$ cat src/rtl/tms_pkg.sv
`default_nettype none

package tms_pkg;

   // note table
   localparam int NOTE_DEPTH = 64;
   localparam int IDX_W      = $clog2(NOTE_DEPTH);

   // timer clock and limits
   localparam int CLOCK_HZ  = 48000000;
   localparam int TIMER_MAX = 32'hFFFF;
   localparam int CLK_W     = $clog2(CLOCK_HZ + 1);
   localparam int CNT_W     = $clog2(CLK_W);
   localparam int PRE_W     = $clog2(CLOCK_HZ / TIMER_MAX + 2);

   localparam logic [CLK_W-1:0] CLOCK_VEC = CLK_W'(CLOCK_HZ);

   // request codes
   localparam logic [1:0] REQ_LOAD = 2'd0;
   localparam logic [1:0] REQ_PLAY = 2'd1;
   localparam logic [1:0] REQ_TICK = 2'd2;
   localparam logic [1:0] REQ_NONE = 2'd3;

   typedef struct packed {
      logic [1:0]  kind;
      logic [5:0]  note_index;
      logic [15:0] note_freq_hz;
      logic [15:0] note_duration_ms;
      logic [5:0]  play_start;
      logic [6:0]  play_length;
   } cmd_type;

   typedef struct packed {
      logic             start;
      logic [CLK_W-1:0] divisor;
   } div_req_type;

   typedef struct packed {
      logic             done;
      logic [CLK_W-1:0] quotient;
   } div_rsp_type;

endpackage

`default_nettype wire

$ cat src/rtl/tms_front.sv
`default_nettype none

module tms_front (
   input  wire logic            clock,
   input  wire logic            reset,
   input  wire logic            req_push,
   output logic                 req_full,
   input  wire logic [1:0]      req_type,
   input  wire logic [5:0]      req_note_index,
   input  wire logic [15:0]     req_note_freq_hz,
   input  wire logic [15:0]     req_note_duration_ms,
   input  wire logic [5:0]      req_play_start,
   input  wire logic [6:0]      req_play_length,
   output logic                 cmd_valid,
   output tms_pkg::cmd_type     cmd,
   input  wire logic            cmd_pop
);

   tms_pkg::cmd_type cmd_q_ff [2];
   logic [1:0] count_ff, count_in;
   logic       wr_ptr_ff, wr_ptr_in;
   logic       rd_ptr_ff, rd_ptr_in;
   logic       keep;
   logic       push_q;
   logic       pop_q;

   // drop unused request codes at the door
   always_comb begin
      unique case (req_type) inside
         tms_pkg::REQ_LOAD, tms_pkg::REQ_PLAY, tms_pkg::REQ_TICK: keep = 1'b1;
         default: keep = 1'b0;
      endcase
   end

   assign req_full  = (count_ff == 2'd2);
   assign push_q    = req_push && !req_full && keep;
   assign cmd_valid = (count_ff != 2'd0);
   assign pop_q     = cmd_pop && cmd_valid;
   assign cmd       = cmd_q_ff[rd_ptr_ff];

   always_comb begin
      wr_ptr_in = wr_ptr_ff ^ push_q;
      rd_ptr_in = rd_ptr_ff ^ pop_q;
      count_in  = count_ff + {1'b0, push_q} - {1'b0, pop_q};
   end

   always_ff @(posedge clock) begin
      if (reset) begin
         count_ff  <= 2'd0;
         wr_ptr_ff <= 1'b0;
         rd_ptr_ff <= 1'b0;
      end else begin
         count_ff  <= count_in;
         wr_ptr_ff <= wr_ptr_in;
         rd_ptr_ff <= rd_ptr_in;
      end
   end

   always_ff @(posedge clock) begin
      if (push_q) begin
         cmd_q_ff[wr_ptr_ff] <= '{kind:             req_type,
                                  note_index:       req_note_index,
                                  note_freq_hz:     req_note_freq_hz,
                                  note_duration_ms: req_note_duration_ms,
                                  play_start:       req_play_start,
                                  play_length:      req_play_length};
      end
   end

endmodule

`default_nettype wire

$ cat src/rtl/tms_divider.sv
`default_nettype none

// Restoring divider: CLOCK_HZ / divisor, one quotient bit a cycle.
module tms_divider (
   input  wire logic              clock,
   input  wire logic              reset,
   input  wire tms_pkg::div_req_type div_req,
   output tms_pkg::div_rsp_type   div_rsp
);

   logic                        busy_ff, busy_in;
   logic                        done_ff, done_in;
   logic [tms_pkg::CNT_W-1:0]   cnt_ff, cnt_in;
   logic [tms_pkg::CLK_W-1:0]   rem_ff, rem_in;
   logic [tms_pkg::CLK_W-1:0]   quo_ff, quo_in;
   logic [tms_pkg::CLK_W-1:0]   dsr_ff, dsr_in;
   logic [tms_pkg::CLK_W:0]     shifted;
   logic [tms_pkg::CLK_W:0]     diff;
   logic                        ge;

   assign shifted = {rem_ff, tms_pkg::CLOCK_VEC[cnt_ff]};
   assign diff    = shifted - {1'b0, dsr_ff};
   assign ge      = (shifted >= {1'b0, dsr_ff});

   always_comb begin
      busy_in = busy_ff;
      done_in = 1'b0;
      cnt_in  = cnt_ff;
      rem_in  = rem_ff;
      quo_in  = quo_ff;
      dsr_in  = dsr_ff;
      if (div_req.start) begin
         busy_in = 1'b1;
         cnt_in  = tms_pkg::CNT_W'(tms_pkg::CLK_W - 1);
         rem_in  = '0;
         quo_in  = '0;
         dsr_in  = div_req.divisor;
      end else if (busy_ff) begin
         rem_in = ge ? diff[tms_pkg::CLK_W-1:0] : shifted[tms_pkg::CLK_W-1:0];
         quo_in = {quo_ff[tms_pkg::CLK_W-2:0], ge};
         cnt_in = cnt_ff - 1'b1;
         if (cnt_ff == '0) begin
            busy_in = 1'b0;
            done_in = 1'b1;
         end
      end
   end

   always_ff @(posedge clock) begin
      if (reset) begin
         busy_ff <= 1'b0;
         done_ff <= 1'b0;
         cnt_ff  <= '0;
      end else begin
         busy_ff <= busy_in;
         done_ff <= done_in;
         cnt_ff  <= cnt_in;
      end
   end

   always_ff @(posedge clock) begin
      rem_ff <= rem_in;
      quo_ff <= quo_in;
      dsr_ff <= dsr_in;
   end

   assign div_rsp = '{done: done_ff, quotient: quo_ff};

endmodule

`default_nettype wire

$ cat src/rtl/tms_back.sv
`default_nettype none

module tms_back (
   input  wire logic            clock,
   input  wire logic            reset,
   input  wire logic            cmd_valid,
   input  wire tms_pkg::cmd_type cmd,
   output logic                 cmd_pop,
   output logic                 rsp_empty,
   input  wire logic            rsp_pop,
   output logic [15:0]          rsp_prescale_value,
   output logic [15:0]          rsp_reload_value,
   output logic [14:0]          rsp_compare_value,
   output logic                 rsp_tone_on,
   output logic                 rsp_sound_done
);

   localparam logic [2:0] ST_IDLE = 3'd0;
   localparam logic [2:0] ST_READ = 3'd1;
   localparam logic [2:0] ST_NOTE = 3'd2;
   localparam logic [2:0] ST_DIV1 = 3'd3;
   localparam logic [2:0] ST_MUL  = 3'd4;
   localparam logic [2:0] ST_DIV2 = 3'd5;
   localparam logic [2:0] ST_EMIT = 3'd6;

   logic [2:0]                  state_ff, state_in;
   logic [5:0]                  run_base_ff, run_base_in;
   logic [6:0]                  run_len_ff, run_len_in;
   logic [6:0]                  step_pos_ff, step_pos_in;
   logic                        playing_ff, playing_in;
   logic [31:0]                 now_ff, now_in;
   logic [31:0]                 deadline_ff, deadline_in;
   logic [15:0]                 held_pre_ff, held_pre_in;
   logic [15:0]                 held_rel_ff, held_rel_in;
   logic [15:0]                 freq_ff, freq_in;
   logic [tms_pkg::PRE_W-1:0]   pre_ff, pre_in;
   logic                        emit_tone_ff, emit_tone_in;
   logic                        emit_done_ff, emit_done_in;
   logic                        out_valid_ff, out_valid_in;
   logic                        out_load;

   logic [15:0]                 out_pre_ff;
   logic [15:0]                 out_rel_ff;
   logic [14:0]                 out_cmp_ff;
   logic                        out_tone_ff;
   logic                        out_done_ff;

   logic [15:0]                 freq_mem [tms_pkg::NOTE_DEPTH];
   logic [15:0]                 dur_mem  [tms_pkg::NOTE_DEPTH];
   logic [15:0]                 rd_freq_ff;
   logic [15:0]                 rd_dur_ff;
   logic                        mem_we;
   logic [tms_pkg::IDX_W-1:0]   wr_addr;
   logic [tms_pkg::IDX_W-1:0]   rd_addr;
   logic [7:0]                  pos_sum;

   logic [31:0]                 tick_diff;
   logic [tms_pkg::PRE_W+15:0]  product;

   tms_pkg::div_req_type        div_req;
   tms_pkg::div_rsp_type        div_rsp;

   // CLOCK_HZ / f / 0xFFFF + 1; split the quotient at bit 16 since
   // q = hi * 0xFFFF + (hi + lo), leaving at most two corrections.
   function automatic logic [tms_pkg::PRE_W-1:0] prescale_of(
      input logic [tms_pkg::CLK_W-1:0] q1
   );
      logic [31:0] q32;
      logic [16:0] hi;
      logic [16:0] sum;
      logic [16:0] q;
      q32 = 32'(q1);
      hi  = {1'b0, q32[31:16]};
      sum = {1'b0, q32[15:0]} + hi;
      if (sum >= 17'(2 * tms_pkg::TIMER_MAX)) begin
         q = hi + 17'd2;
      end else if (sum >= 17'(tms_pkg::TIMER_MAX)) begin
         q = hi + 17'd1;
      end else begin
         q = hi;
      end
      return tms_pkg::PRE_W'(q + 17'd1);
   endfunction

   tms_divider u_divider (
      .clock   (clock),
      .reset   (reset),
      .div_req (div_req),
      .div_rsp (div_rsp)
   );

   assign wr_addr   = tms_pkg::IDX_W'(cmd.note_index % tms_pkg::NOTE_DEPTH);
   assign pos_sum   = {2'b00, run_base_ff} + {1'b0, step_pos_ff};
   assign rd_addr   = tms_pkg::IDX_W'(pos_sum % tms_pkg::NOTE_DEPTH);
   assign tick_diff = now_ff + 32'd1 - deadline_ff;
   assign product   = pre_ff * freq_ff;
   assign out_load  = (state_ff == ST_EMIT) && (!out_valid_ff || rsp_pop);

   always_comb begin
      state_in     = state_ff;
      run_base_in  = run_base_ff;
      run_len_in   = run_len_ff;
      step_pos_in  = step_pos_ff;
      playing_in   = playing_ff;
      now_in       = now_ff;
      deadline_in  = deadline_ff;
      held_pre_in  = held_pre_ff;
      held_rel_in  = held_rel_ff;
      freq_in      = freq_ff;
      pre_in       = pre_ff;
      emit_tone_in = emit_tone_ff;
      emit_done_in = emit_done_ff;
      cmd_pop      = 1'b0;
      mem_we       = 1'b0;
      div_req      = '{start: 1'b0, divisor: '0};

      unique case (state_ff)
         ST_IDLE: begin
            if (cmd_valid) begin
               cmd_pop = 1'b1;
               unique case (cmd.kind)
                  tms_pkg::REQ_LOAD: mem_we = 1'b1;
                  tms_pkg::REQ_PLAY: begin
                     run_base_in = cmd.play_start;
                     run_len_in  = cmd.play_length;
                     step_pos_in = 7'd0;
                     if (cmd.play_length == 7'd0) begin
                        playing_in   = 1'b0;
                        emit_tone_in = 1'b0;
                        emit_done_in = 1'b1;
                        state_in     = ST_EMIT;
                     end else begin
                        playing_in  = 1'b1;
                        deadline_in = now_ff;
                        state_in    = ST_READ;
                     end
                  end
                  tms_pkg::REQ_TICK: begin
                     now_in = now_ff + 32'd1;
                     if (playing_ff && !tick_diff[31]) begin
                        if (step_pos_ff >= run_len_ff) begin
                           playing_in   = 1'b0;
                           emit_tone_in = 1'b0;
                           emit_done_in = 1'b1;
                           state_in     = ST_EMIT;
                        end else begin
                           state_in = ST_READ;
                        end
                     end
                  end
                  default: ;
               endcase
            end
         end
         ST_READ: state_in = ST_NOTE;
         ST_NOTE: begin
            deadline_in  = deadline_ff + 32'(rd_dur_ff);
            step_pos_in  = step_pos_ff + 7'd1;
            freq_in      = rd_freq_ff;
            emit_done_in = 1'b0;
            if (rd_freq_ff == 16'd0) begin
               emit_tone_in = 1'b0;
               state_in     = ST_EMIT;
            end else begin
               div_req  = '{start: 1'b1, divisor: tms_pkg::CLK_W'(rd_freq_ff)};
               state_in = ST_DIV1;
            end
         end
         ST_DIV1: begin
            if (div_rsp.done) begin
               pre_in   = prescale_of(div_rsp.quotient);
               state_in = ST_MUL;
            end
         end
         ST_MUL: begin
            div_req  = '{start: 1'b1, divisor: tms_pkg::CLK_W'(product)};
            state_in = ST_DIV2;
         end
         ST_DIV2: begin
            if (div_rsp.done) begin
               held_pre_in  = 16'(pre_ff - tms_pkg::PRE_W'(1));
               held_rel_in  = div_rsp.quotient[15:0];
               emit_tone_in = 1'b1;
               state_in     = ST_EMIT;
            end
         end
         ST_EMIT: begin
            if (out_load) begin
               state_in = ST_IDLE;
            end
         end
         default: state_in = ST_IDLE;
      endcase
   end

   always_comb begin
      out_valid_in = out_valid_ff && !rsp_pop;
      if (out_load) begin
         out_valid_in = 1'b1;
      end
   end

   always_ff @(posedge clock) begin
      if (reset) begin
         state_ff     <= ST_IDLE;
         run_base_ff  <= '0;
         run_len_ff   <= '0;
         step_pos_ff  <= '0;
         playing_ff   <= 1'b0;
         now_ff       <= '0;
         deadline_ff  <= '0;
         held_pre_ff  <= '0;
         held_rel_ff  <= '0;
         emit_tone_ff <= 1'b0;
         emit_done_ff <= 1'b0;
         out_valid_ff <= 1'b0;
      end else begin
         state_ff     <= state_in;
         run_base_ff  <= run_base_in;
         run_len_ff   <= run_len_in;
         step_pos_ff  <= step_pos_in;
         playing_ff   <= playing_in;
         now_ff       <= now_in;
         deadline_ff  <= deadline_in;
         held_pre_ff  <= held_pre_in;
         held_rel_ff  <= held_rel_in;
         emit_tone_ff <= emit_tone_in;
         emit_done_ff <= emit_done_in;
         out_valid_ff <= out_valid_in;
      end
   end

   always_ff @(posedge clock) begin
      freq_ff <= freq_in;
      pre_ff  <= pre_in;
      if (out_load) begin
         out_pre_ff  <= held_pre_ff;
         out_rel_ff  <= held_rel_ff;
         out_cmp_ff  <= emit_tone_ff ? held_rel_ff[15:1] : 15'd0;
         out_tone_ff <= emit_tone_ff;
         out_done_ff <= emit_done_ff;
      end
   end

   // note table, registered read
   always_ff @(posedge clock) begin
      if (mem_we) begin
         freq_mem[wr_addr] <= cmd.note_freq_hz;
         dur_mem[wr_addr]  <= cmd.note_duration_ms;
      end
      if (state_ff == ST_READ) begin
         rd_freq_ff <= freq_mem[rd_addr];
         rd_dur_ff  <= dur_mem[rd_addr];
      end
   end

   assign rsp_empty          = !out_valid_ff;
   assign rsp_prescale_value = out_pre_ff;
   assign rsp_reload_value   = out_rel_ff;
   assign rsp_compare_value  = out_cmp_ff;
   assign rsp_tone_on        = out_tone_ff;
   assign rsp_sound_done     = out_done_ff;

endmodule

`default_nettype wire

$ cat src/rtl/tone_melody_sequencer.sv
// Channel   Direction  Handshake          Word
// req_*     in         push / full        load, play or tick request
// rsp_*     out        pop / empty        timer settings of one note or silence
//
// Steps, with the back idle: a load or a tick with no note due only updates state,
// the final silence goes straight to the result stage, a silent note first reads
// the note table, and a tone also needs two serial divides.
// Reset is synchronous and clears all control state but not the note table.
// Each side stalls on its own: a two-word request queue feeds the sequencer,
// and a result register holds the oldest word until it is popped.
`default_nettype none

module tone_melody_sequencer (
   input  wire logic        clock,
   input  wire logic        reset,
   input  wire logic        req_push,
   output logic             req_full,
   input  wire logic [1:0]  req_type,
   input  wire logic [5:0]  req_note_index,
   input  wire logic [15:0] req_note_freq_hz,
   input  wire logic [15:0] req_note_duration_ms,
   input  wire logic [5:0]  req_play_start,
   input  wire logic [6:0]  req_play_length,
   output logic             rsp_empty,
   input  wire logic        rsp_pop,
   output logic [15:0]      rsp_prescale_value,
   output logic [15:0]      rsp_reload_value,
   output logic [14:0]      rsp_compare_value,
   output logic             rsp_tone_on,
   output logic             rsp_sound_done
);

   // classified request between front and back
   logic             cmd_valid;
   logic             cmd_pop;
   tms_pkg::cmd_type cmd;

   // Front: accept requests, drop unused codes, queue the rest.
   tms_front u_front (
      .clock                (clock),
      .reset                (reset),
      .req_push             (req_push),
      .req_full             (req_full),
      .req_type             (req_type),
      .req_note_index       (req_note_index),
      .req_note_freq_hz     (req_note_freq_hz),
      .req_note_duration_ms (req_note_duration_ms),
      .req_play_start       (req_play_start),
      .req_play_length      (req_play_length),
      .cmd_valid            (cmd_valid),
      .cmd                  (cmd),
      .cmd_pop              (cmd_pop)
   );

   // Back: own the note table and the millisecond clock, advance the run,
   // compute timer settings and hold the result word.
   tms_back u_back (
      .clock              (clock),
      .reset              (reset),
      .cmd_valid          (cmd_valid),
      .cmd                (cmd),
      .cmd_pop            (cmd_pop),
      .rsp_empty          (rsp_empty),
      .rsp_pop            (rsp_pop),
      .rsp_prescale_value (rsp_prescale_value),
      .rsp_reload_value   (rsp_reload_value),
      .rsp_compare_value  (rsp_compare_value),
      .rsp_tone_on        (rsp_tone_on),
      .rsp_sound_done     (rsp_sound_done)
   );

endmodule

`default_nettype wire

$ cat config.mk
export PLATFORM = sky130hd
export DESIGN_NAME = tone_melody_sequencer
export DESIGN_NICKNAME = d
export VERILOG_FILES = /design/src/rtl/tms_pkg.sv /design/src/rtl/tms_front.sv /design/src/rtl/tms_divider.sv /design/src/rtl/tms_back.sv /design/src/rtl/tone_melody_sequencer.sv
export SDC_FILE = /design/constraint.sdc
export NUM_CORES = 2
export LEC_CHECK = 0
export ABC_AREA = 1
export ABC_CLOCK_PERIOD_IN_PS = 7630
export BUFFER_PORTS_ARGS = -buffer_cell sky130_fd_sc_hd__buf_2
export CAP_MARGIN = 10
export CORE_MARGIN = 1
export CORE_UTILIZATION = 35
export CTS_BUF_LIST = sky130_fd_sc_hd__clkbuf_4 sky130_fd_sc_hd__clkbuf_8
export DETAILED_ROUTE_END_ITERATION = 8
export GPL_TIMING_DRIVEN = 0
export SLEW_MARGIN = 0
export SYNTH_ARGS = -nofsm -noshare
export SYNTH_HDL_FRONTEND = slang
export SYNTH_SLANG_ARGS = --single-unit
$ cat constraint.sdc
create_clock -name clock -period 7.63 [get_ports clock]
set_clock_uncertainty 0.05 [all_clocks]
set_input_delay 0 -clock clock [delete_from_list [all_inputs] [get_ports clock]]
set_output_delay 0 -clock clock [all_outputs]
set_load 0.02 [all_outputs]
==> impl_metrics.env <==
export IMPL_criticalPathCategory="register to register"
export IMPL_clk_latency_ns=1.06
export IMPL_cp_endpoint="u_back.u_divider.dsr_ff[22]"
export IMPL_die_y_um=557
export IMPL_clk_pin_slew_ns=0.06
export IMPL_synth_nets=9298
export IMPL_worst_pin_slew_ns=1.35
export IMPL_netlist_cell_type_count=66
export IMPL_synth_seq_cells=2463
export IMPL_via_count=75100
export IMPL_r2r_start="u_back.pre_ff[2]"
export IMPL_core_area_mm2=0.306
export IMPL_grt_max_degree=65
export IMPL_critPathLaunchType="register"
export IMPL_vias_per_cell=5.33
export IMPL_run_status="completed"
export IMPL_drt_first_pass_iters=9
export IMPL_area_delta_synth_final_pct=15.9
export IMPL_grt_pass1_vias=73800
export IMPL_grt_pass1_wl_um=484000
export IMPL_cp_slowest_cell="fa_1"
export IMPL_final_cell_mix="edfxtp_1 (2282), nor2_1 (1766), nand2_1 (931)"
export IMPL_row_count=203
export IMPL_syn_area_per_cell_um2=12.0
export IMPL_period_share=0.839
export IMPL_grt_overflow_total=0
export IMPL_initial_core_util=0.352
export IMPL_portBuffers=107
export IMPL_crit_path_max_fanout=10
export IMPL_fin_util=0.408
export IMPL_drt_first_iter_violations=7934
export IMPL_final_layout_size_suffix_gt1_frac=0.136
export IMPL_fmaxAchievable_mhz=156
export IMPL_wl_um=335000
export IMPL_syn_instance_count=8956
export IMPL_synth_flop_cell="edfxtp_1"
export IMPL_irDropWorstVdd_mv=0.344
export IMPL_numClockSinks=2463
export IMPL_ioPinCount=108
export IMPL_p_total_mw=46.1
export IMPL_gp_congestion=0.989
export IMPL_leakage_nw=43.4
export IMPL_syn_cell_area_mm2=0.108
export IMPL_grt_antenna_before_repair=18
export IMPL_clockBufferDepth=4
export IMPL_cts_root_buf="clkbuf_8"
export IMPL_final_common_cell="edfxtp_1"
export IMPL_relSlewSlack=0.0912
export IMPL_nNetsFinal=10000
export IMPL_worstPathRequired_ns=8.28
export IMPL_dieArea_mm2=0.310
export IMPL_wire_per_inst_um=23.8
export IMPL_synth_warning_count=0
export IMPL_finalSetupViolations=0
export IMPL_crit_chain="clkbuf_1 -> buf_1 -> nand2_1 -> fa_1 -> inv_1 -> fa_1 -> inv_1 -> fa_1 -> inv_1 -> fa_1 -> inv_1 -> fa_1 -> inv_1 -> ha_1 -> nand2_1 -> nor4_1 -> a21oi_1 -> o21ai_1 -> nand3_1 -> nand2_1 -> nand3_1 -> nand2_1 -> xor2_1 -> nor2_1"
export IMPL_final_setup_tns_ns=0
export IMPL_drcViolationCount=0
export IMPL_cp_end_kind="register"
export IMPL_drv_slew=0
export IMPL_min_period_ns=6.40
export IMPL_crit_arrival_ns=7.05
export IMPL_seq_area_frac_synth=0.670
export IMPL_cts_setup_buffers=0
export IMPL_hold_violations=0
export IMPL_synth_edff_count=2282
export IMPL_crit_start="u_back.pre_ff[2]"
export IMPL_max_cap_viol_count=0
export IMPL_cp_slowest_stage_delay_ns=0.55
export IMPL_hp_class="primary input to register"
export IMPL_rsz0062_at_grt="no"
export IMPL_antenna_left=0
export IMPL_async_reset_ff_frac=0
export IMPL_htreeDepth=5
export IMPL_cts_buffers=396
export IMPL_cts_tree="done"
export IMPL_r2r_cells=24
export IMPL_r2r_slack_ns=1.23
export IMPL_powerDensity_mw_per_mm2=369
export IMPL_grt_usage=0.210
export IMPL_die_width_um=557
export IMPL_hpwlAfterDp_um=233000
export IMPL_r2r_end="u_back.u_divider.dsr_ff[22]"
## worst min-delay path by stage
| stage | startpoint | to | slack (ns) | cells after the start |
|---|---|---|---|---|
| floorplan | req_play_length[0] | u_front.cmd_q_ff[0][0] | 0.05 | 0 |
| finish | rsp_pop | u_back.out_valid_ff | 0.07 | 5 |
| CTS | rsp_pop | u_back.out_valid_ff | 0.007 | 5 |
| detailed placement | req_note_duration_ms[3] | u_front.cmd_q_ff[0][16] | 0.14 | 1 |
| global placement | req_note_index[1] | u_front.cmd_q_ff[1][46] | 0.14 | 1 |
| global route | req_type[1] | u_front.wr_ptr_ff | 0.08 | 5 |
## report_power, final
part	internal (mW)	leakage, nW	switching, mW
Sequential	16.8	22.1	0.255
Clock	5.93	4.09	5.32
Combinational	4.81	17.3	13.0
Total	27.5	43.4	18.6
## per-stage QoR
| stage | hold slack (ns) | setup WS (ns) | instances | instance area, µm² |
|---|---|---|---|---|
| 5_1_grt | 0.0822 | 0.703 | 14100 | 125000 |
| 4_1_cts | 0.00714 | 1.17 | 14100 | 125000 |
| 6_report | 0.0726 | 1.23 | 14100 | 125000 |
| 3_3_place_gp | 0.139 | 1.14 | 13200 | 113000 |
| 2_1_floorplan | 0.0489 | 2.20 | 8956 | 108000 |
| 3_5_place_dp | 0.141 | 1.24 | 13300 | 116000 |
## layout make-up
cell class | instances | area (µm²)
fill | 28400 | 181000
antenna | 4 | 10.0
tap | 4100 | 5130
sequential | 2463 | 72100
multi-input combinational | 5426 | 32100
clock inverter | 157 | 915
timing repair buffer | 306 | 3610
buffer | 539 | 2180
clock buffer | 556 | 6780
inverter | 528 | 1980
## synthesized netlist by cell type, drive strengths merged, types with 6 or more instances
library cell / instances / share of area
nand3: 104 / 0.0054
a21oi: 318 / 0.015
nand3b: 8 / 0.00071
nand2: 982 / 0.035
xnor2: 16 / 0.0013
nor2: 1845 / 0.065
inv: 527 / 0.018
o21ai: 731 / 0.034
nor3: 36 / 0.0018
or2: 29 / 0.0017
xor2: 74 / 0.0062
o211ai: 15 / 0.0010
o32ai: 512 / 0.042
a32oi: 32 / 0.0026
a32o: 36 / 0.0033
mux2i: 6 / 0.00056
fa: 114 / 0.021
clkbuf: 379 / 0.013
mux2: 256 / 0.027
a211oi: 17 / 0.0012
ha: 171 / 0.020
dfxtp: 181 / 0.034
edfxtp: 2282 / 0.64
buf: 160 / 0.0070
nor4: 18 / 0.0012
a21o: 8 / 0.00056
a31oi: 27 / 0.0016
o21bai: 7 / 0.00049
nand4: 33 / 0.0019
## layer usage
metal,up-vias,GRT usage,part of all wire
met1,37300,0.269,0.40
met4,8,0.0978,0.049
li1,33700,-,-
met3,687,0.0362,0.077
met2,3387,0.347,0.47
met5,-,0,0.00037
## sequential cells by signal (all words and copies together) (netlist names), 2 cells and up
register,cells
u_back.u_divider.quo_ff,26
u_back.dur_mem,1024
u_back.run_base_ff,6
u_back.state_ff,3
u_back.u_divider.rem_ff,26
u_front.cmd_q_ff,106
u_back.step_pos_ff,7
u_back.pre_ff,10
u_back.u_divider.cnt_ff,5
u_back.u_divider.dsr_ff,26
u_back.deadline_ff,32
u_back.rsp_compare_value,15
u_back.now_ff,32
u_back.rsp_reload_value,16
u_back.freq_ff,16
u_back.held_rel_ff,16
u_front.count_ff,2
u_back.rsp_prescale_value,11
u_back.freq_mem,1024
u_back.rd_dur_ff,16
u_back.held_pre_ff,11
u_back.rd_freq_ff,16
u_back.run_len_ff,7
## worst max-delay path: cells and delay by family (launching register included)
family | cells | cell delay [ns]
adder cells (fa/ha/maj) | 6 | 2.88
buffers and inverters | 7 | 1.19
AND/OR/NAND/NOR | 8 | 1.02
AO/OA/AOI/OAI | 2 | 0.40
flip-flops | 1 | 0.32
XOR/XNOR | 1 | 0.25
## cells by family (layout without fill, tap and decap cells)
group / count (synthesis) / after routing / synth area share
and+or+nand+nor: 3064 / 3064 / 0.113
muxes: 262 / 262 / 0.0273
buffers and inverters: 1067 / 2086 / 0.0386
AOI/OAI and AO/OA: 1725 / 1725 / 0.103
xor gates and xnor gates: 90 / 90 / 0.00749
other: 0 / 4 / 0
DFF: 2463 / 2463 / 0.670
adders and majority gates: 285 / 285 / 0.0410
## repair_timing
item                       in CTS  in global routing
hold endpoints to repair      318                  0
setup endpoints to repair       0                  0
gates resized for setup         0                  0
hold buffers                  110                  0
Power figures use the tool's default switching activity.
